### config.mk
export PLATFORM = sky130hd
export DESIGN_NAME = sdpe_cell
export DESIGN_NICKNAME = d
export VERILOG_FILES = /design/src/rtl/core/sdpe_pkg.sv /design/src/rtl/core/sdpe_cell.sv
export SDC_FILE = /design/constraint.sdc
export NUM_CORES = 1
export LEC_CHECK = 0
export BUFFER_PORTS_ARGS = -buffer_cell sky130_fd_sc_hd__buf_2
export CORE_ASPECT_RATIO = 0.75
export CORE_MARGIN = 5
export CORE_UTILIZATION = 48
export DETAILED_ROUTE_END_ITERATION = 7
export GPL_TIMING_DRIVEN = 0
export PLACE_DENSITY = 0.86
export REMOVE_ABC_BUFFERS = 1
export SYNTH_ARGS = -nofsm -noshare
export SYNTH_HDL_FRONTEND = slang
export SYNTH_SLANG_ARGS = --single-unit
### constraint.sdc
create_clock -name clk -period 2.6 [get_ports clk]
set_input_delay 0.52 -clock clk [delete_from_list [all_inputs] [get_ports clk]]
set_output_delay 0.52 -clock clk [all_outputs]
set_load 0.05 [all_outputs]
### src/rtl/core/sdpe_pkg.sv
// Shared widths, defaults, cell control type and width helpers for the disk point enumerator.
`default_nettype none

package sdpe_pkg;

    // Fixed field widths of the external interface.
    localparam int CFG_W = 10;
    localparam int OFF_W = 6;
    localparam int GRP_W = 10;

    // Default disk size and reset value of the distance bound.
    localparam int MAX_RADIUS_DEF = 31;
    localparam logic [CFG_W-1:0] MAX_SQ_RESET = 10'd4;

    // Broadcast control for one cell of the row chain.
    typedef struct packed {
        logic clear;
        logic step;
    } cell_ctrl_t;

    // Bits needed for a row index over 2*R+1 rows.
    function automatic int row_w(input int max_radius);
        return $clog2(2 * max_radius + 1);
    endfunction

    // Bits needed for a column magnitude that can run one past the radius.
    function automatic int mag_w(input int max_radius);
        return $clog2(max_radius + 2);
    endfunction

    // Bits needed for a candidate squared distance, never narrower than the bound.
    function automatic int sq_w(input int max_radius);
        int w;
        w = $clog2(2 * (max_radius + 1) * (max_radius + 1) + 1);
        return (w > CFG_W) ? w : CFG_W;
    endfunction

endpackage

`default_nettype wire

### src/rtl/core/sdpe_cell.sv
// One row cell: holds the row frontier and passes the running minimum to its neighbor.
`default_nettype none

module sdpe_cell
    import sdpe_pkg::*;
#(
    parameter int MAX_RADIUS = MAX_RADIUS_DEF,
    parameter int ROW_IDX    = 0
)
(
    input  wire                              clk,
    input  wire                              rst_n,
    input  cell_ctrl_t                       ctrl,
    input  wire  [CFG_W-1:0]                 max_sq_dist,
    input  wire                              up_valid,
    input  wire  [sq_w(MAX_RADIUS)-1:0]      up_sq,
    input  wire  [row_w(MAX_RADIUS)-1:0]     up_row,
    input  wire  [mag_w(MAX_RADIUS)-1:0]     up_mag,
    input  wire                              up_neg,
    output logic                             best_valid,
    output logic [sq_w(MAX_RADIUS)-1:0]      best_sq,
    output logic [row_w(MAX_RADIUS)-1:0]     best_row,
    output logic [mag_w(MAX_RADIUS)-1:0]     best_mag,
    output logic                             best_neg,
    output logic                             cand_ok
);

    localparam int RowW   = row_w(MAX_RADIUS);
    localparam int MagW   = mag_w(MAX_RADIUS);
    localparam int SqW    = sq_w(MAX_RADIUS);
    localparam int RowOff = ROW_IDX - MAX_RADIUS;
    localparam int RowSq  = RowOff * RowOff;
    localparam logic [SqW-1:0]  ROW_SQ  = SqW'(RowSq);
    localparam logic [RowW-1:0] ROW_ID  = RowW'(ROW_IDX);
    localparam logic [MagW-1:0] MAG_MAX = MagW'(MAX_RADIUS);

    logic [MagW-1:0] mag_reg, mag_next;
    logic            neg_reg, neg_next;
    logic [SqW-1:0]  sq_reg, sq_next;

    logic            best_valid_reg, best_valid_next;
    logic [SqW-1:0]  best_sq_reg, best_sq_next;
    logic [RowW-1:0] best_row_reg, best_row_next;
    logic [MagW-1:0] best_mag_reg, best_mag_next;
    logic            best_neg_reg, best_neg_next;

    logic [SqW-1:0]  max_sq_ext;
    logic [SqW-1:0]  sq_incr;
    logic            take;

    // The candidate of this row is inside the disk.
    assign max_sq_ext = SqW'(max_sq_dist);
    assign cand_ok    = (mag_reg <= MAG_MAX) && (sq_reg <= max_sq_ext);

    // Keep the upstream best unless this row is strictly closer.
    assign take = cand_ok && (!up_valid || (sq_reg < up_sq));

    always_comb
    begin
        if (take)
        begin
            best_valid_next = 1'b1;
            best_sq_next    = sq_reg;
            best_row_next   = ROW_ID;
            best_mag_next   = mag_reg;
            best_neg_next   = neg_reg;
        end
        else
        begin
            best_valid_next = up_valid;
            best_sq_next    = up_sq;
            best_row_next   = up_row;
            best_mag_next   = up_mag;
            best_neg_next   = up_neg;
        end
    end

    // Frontier advance: zero column, then negative, then positive, then next magnitude.
    // Moving from magnitude m to m+1 adds 2m+1 to the squared distance.
    assign sq_incr = SqW'({mag_reg, 1'b1});

    always_comb
    begin
        mag_next = mag_reg;
        neg_next = neg_reg;
        sq_next  = sq_reg;
        if (ctrl.clear)
        begin
            mag_next = '0;
            neg_next = 1'b0;
            sq_next  = ROW_SQ;
        end
        else if (ctrl.step)
        begin
            if ((mag_reg == '0) || neg_reg)
            begin
                mag_next = mag_reg + MagW'(1);
                neg_next = 1'b0;
                sq_next  = sq_reg + sq_incr;
            end
            else
            begin
                neg_next = 1'b1;
            end
        end
    end

    always_ff @(posedge clk or negedge rst_n)
    begin
        if (!rst_n)
        begin
            mag_reg        <= '0;
            neg_reg        <= 1'b0;
            sq_reg         <= ROW_SQ;
            best_valid_reg <= 1'b0;
            best_sq_reg    <= '0;
            best_row_reg   <= '0;
            best_mag_reg   <= '0;
            best_neg_reg   <= 1'b0;
        end
        else
        begin
            mag_reg        <= mag_next;
            neg_reg        <= neg_next;
            sq_reg         <= sq_next;
            best_valid_reg <= best_valid_next;
            best_sq_reg    <= best_sq_next;
            best_row_reg   <= best_row_next;
            best_mag_reg   <= best_mag_next;
            best_neg_reg   <= best_neg_next;
        end
    end

    assign best_valid = best_valid_reg;
    assign best_sq    = best_sq_reg;
    assign best_row   = best_row_reg;
    assign best_mag   = best_mag_reg;
    assign best_neg   = best_neg_reg;

endmodule

`default_nettype wire

==> impl_metrics.ini <==
[run_status]
outcome = finished with violations
violations = negative setup slack

[synth]
ys_seq_area_share_pct = 43.1
async_flop_share_pct = 100
syn-cell-area_um2 = 2630
yosysWarningCount = 0
synthFlopType = dfrtp_1
synth-seq-cells = 45
yosys.area.top_type = dfrtp_1
synth.top_cell.area_share_pct = 38.1
syn_avg_cell_area_um2 = 10.8
yosys-top-cells-area = dfrtp_1 38%, ha_1 14%, mux2_4 5.7%
synth_most_common_cell = dfrtp_1
synth_edf_count = 0
synthDistinctLibCells = 43
synth_commonest_cells = 40 x dfrtp_1, 29 x ha_1, 27 x inv_1, 16 x nor2_1
postSynthCellCount = 243

[sta]
drv_slew = 0
skew_ns = 0.0117
finalHoldViolCount = 0
worst_pin_slew_ns = 0.991
rsz0062_at_grt = true
fin_crit_ns = 2.65
finalCritPeriodShare_pct = 102
layout_setup_ws_ns = -0.0548
whs_ns = 0.384
setup_viol = 5
relSlewSlack_pct = 33.9
fmax_mhz = 377

[global_routing]
grt_pass1_wl_mm = 9.03
grt_overflow = 0
grt_max_degree = 46
track_usage_pct = 16.6
antenna_found_initial = 0
grt_pass1_vias = 1985

[worst_setup_path]
cp-end-kind = output port
worstPathRequired_ns = 2.08
crit_fanout = 5
start_kind = flop
path_class = flop to output port
critPathArrivalTime_ns = 2.13

[detailed_routing]
drtIter0Drc = 83
viasPerCell = 5.08
drc = 0
ant_nets = 0
dr_total_vias = 1977
first_pass_iters = 6
drt-total-wl_mm = 5.61
wl_per_cell_um = 14.4

[place]
io_buffer_count = 66
hpwl_mm = 4.15
place.gp.congestion = 0.784
dp_cells = 377

[hold_path]
min_path_type = input port to asynchronous set/reset pin

[cells_and_area]
drive_above_1_share_pct = 34.7
final_nets = 383
instances_no_fill = 389
n_antenna_cell = 0
area_delta_synth_final_pct = 20.5
fin_util_pct = 59.5
nFillCells = 460

[clock_tree]
clock_latency_ns = 0.30
root_buffer = clkbuf_8
max-clock-path-buffers = 2
cts.clk_slew.worst_paths_ns = 0.09
cts.sinks = 45
cts_tree = done
numCtsBuffers = 5
cts_max_level = 2
postCtsHoldBufs = 0

[floorplanning]
core-area_um2 = 5320
die_y_um = 74.1
dieArea_um2 = 7070
initial_core_util_pct = 49.3
rows = 23
io_pins = 67
die_x_um = 95.4

[power]
power.density_nw_per_um2 = 658
peakVddDrop_mv = 0.241
p_leak_nw = 1.67

[run]
maxCapViolations = 0
worst max-delay path, cell delays in order (launching register included):
cell,delay (ns)
dfrtp_1,0.47
ha_1,0.33
nand3_1,0.11
or3_1,0.37
mux2_4,0.29
o21ai_4,0.08
buf_6,0.18
cell usage in the layout (no fill, tap or decap), types with 5 or more instances in the layout:
cell type,count
dfrtp_1,40
nand3_1,5
xor2_1,6
inv_1,26
xnor2_1,6
mux2_2,7
a21oi_1,11
dfstp_2,5
nor2b_1,12
mux2_4,12
buf_2,65
ha_1,28
clkbuf_8,5
nand2_1,11
a21o_1,7
nor2_1,16
final cells by class:
class / count / area (um2) / share of cell area [%]
clock buffer: 6 / 72.6 / 2.29
clock inverter: 2 / 10.0 / 0.316
inverter: 27 / 101 / 3.20
multi-input combinational: 164 / 1390 / 43.9
sequential: 45 / 1130 / 35.8
tap: 75 / 93.8 / 2.96
timing repair buffer: 70 / 367 / 11.6
final timing paths:
kind                            from          end  slack [ns]  cells past startpoint
max                        sq_reg[5]      cand_ok       -0.05                      6
min                            rst_n   best_valid        0.38                      1
max reg2reg                sq_reg[5]   best_sq[3]       -0.03                      7
min reg2reg                sq_reg[6]    sq_reg[6]        0.55                      2
max in group asynchronous      rst_n   best_sq[4]        1.60                      1
min in group clk           up_mag[2]  best_mag[2]        0.44                      2
cells by family (layout without fill, tap and decap cells):
| group | count (synthesis) | count (layout) | synth area share (%) |
|---|---|---|---|
| mux | 20 | 20 | 9.96 |
| fa+ha+maj | 30 | 30 | 14.6 |
| xor+xnor | 12 | 12 | 4.00 |
| buf+inv | 34 | 105 | 5.91 |
| flops | 45 | 45 | 43.1 |
| compound gates | 41 | 41 | 10.6 |
| simple gates | 61 | 61 | 11.8 |
through the flow:
step           setup TNS [ns]  setup WS (ns)  cell area, um2  power, mW
4_1_cts                -0.290        -0.0747            3160       2.10
2_1_floorplan          -18.95         -0.894            2570       1.44
6_report               -0.157        -0.0548            3170       2.08
5_1_grt                 -1.54         -0.132            3170       2.21
3_5_place_dp           -20.26         -0.941            3000       1.65
3_3_place_gp           -18.36         -0.873            3000       1.62
where the power goes:
group | leakage [nW] | internal [mW] | switching, mW
clock network | 0.0450 | 0.186 | 0.229
logic | 1.07 | 0.304 | 0.498
registers | 0.557 | 0.793 | 0.0719
total | 1.67 | 1.28 | 0.799
metal layers:
| metal | vias up | share of wire, % | global-route usage [%] |
|---|---|---|---|
| met4 | 0 | 1.0 | 4.26 |
| met2 | 65 | 50 | 29.7 |
| met1 | 931 | 43 | 20.7 |
| met5 | - | 0 | 0 |
| li1 | 974 | - | - |
| met3 | 7 | 6.8 | 3.24 |
repair_timing:
action | CTS | global route
setup endpoints to repair | 26 | 18
setup buffers | 4 | 0
gates resized for setup | 10 | 1
gates cloned | 0 | 0
pin swaps | 3 | 1
Power figures use the tool's default switching activity.
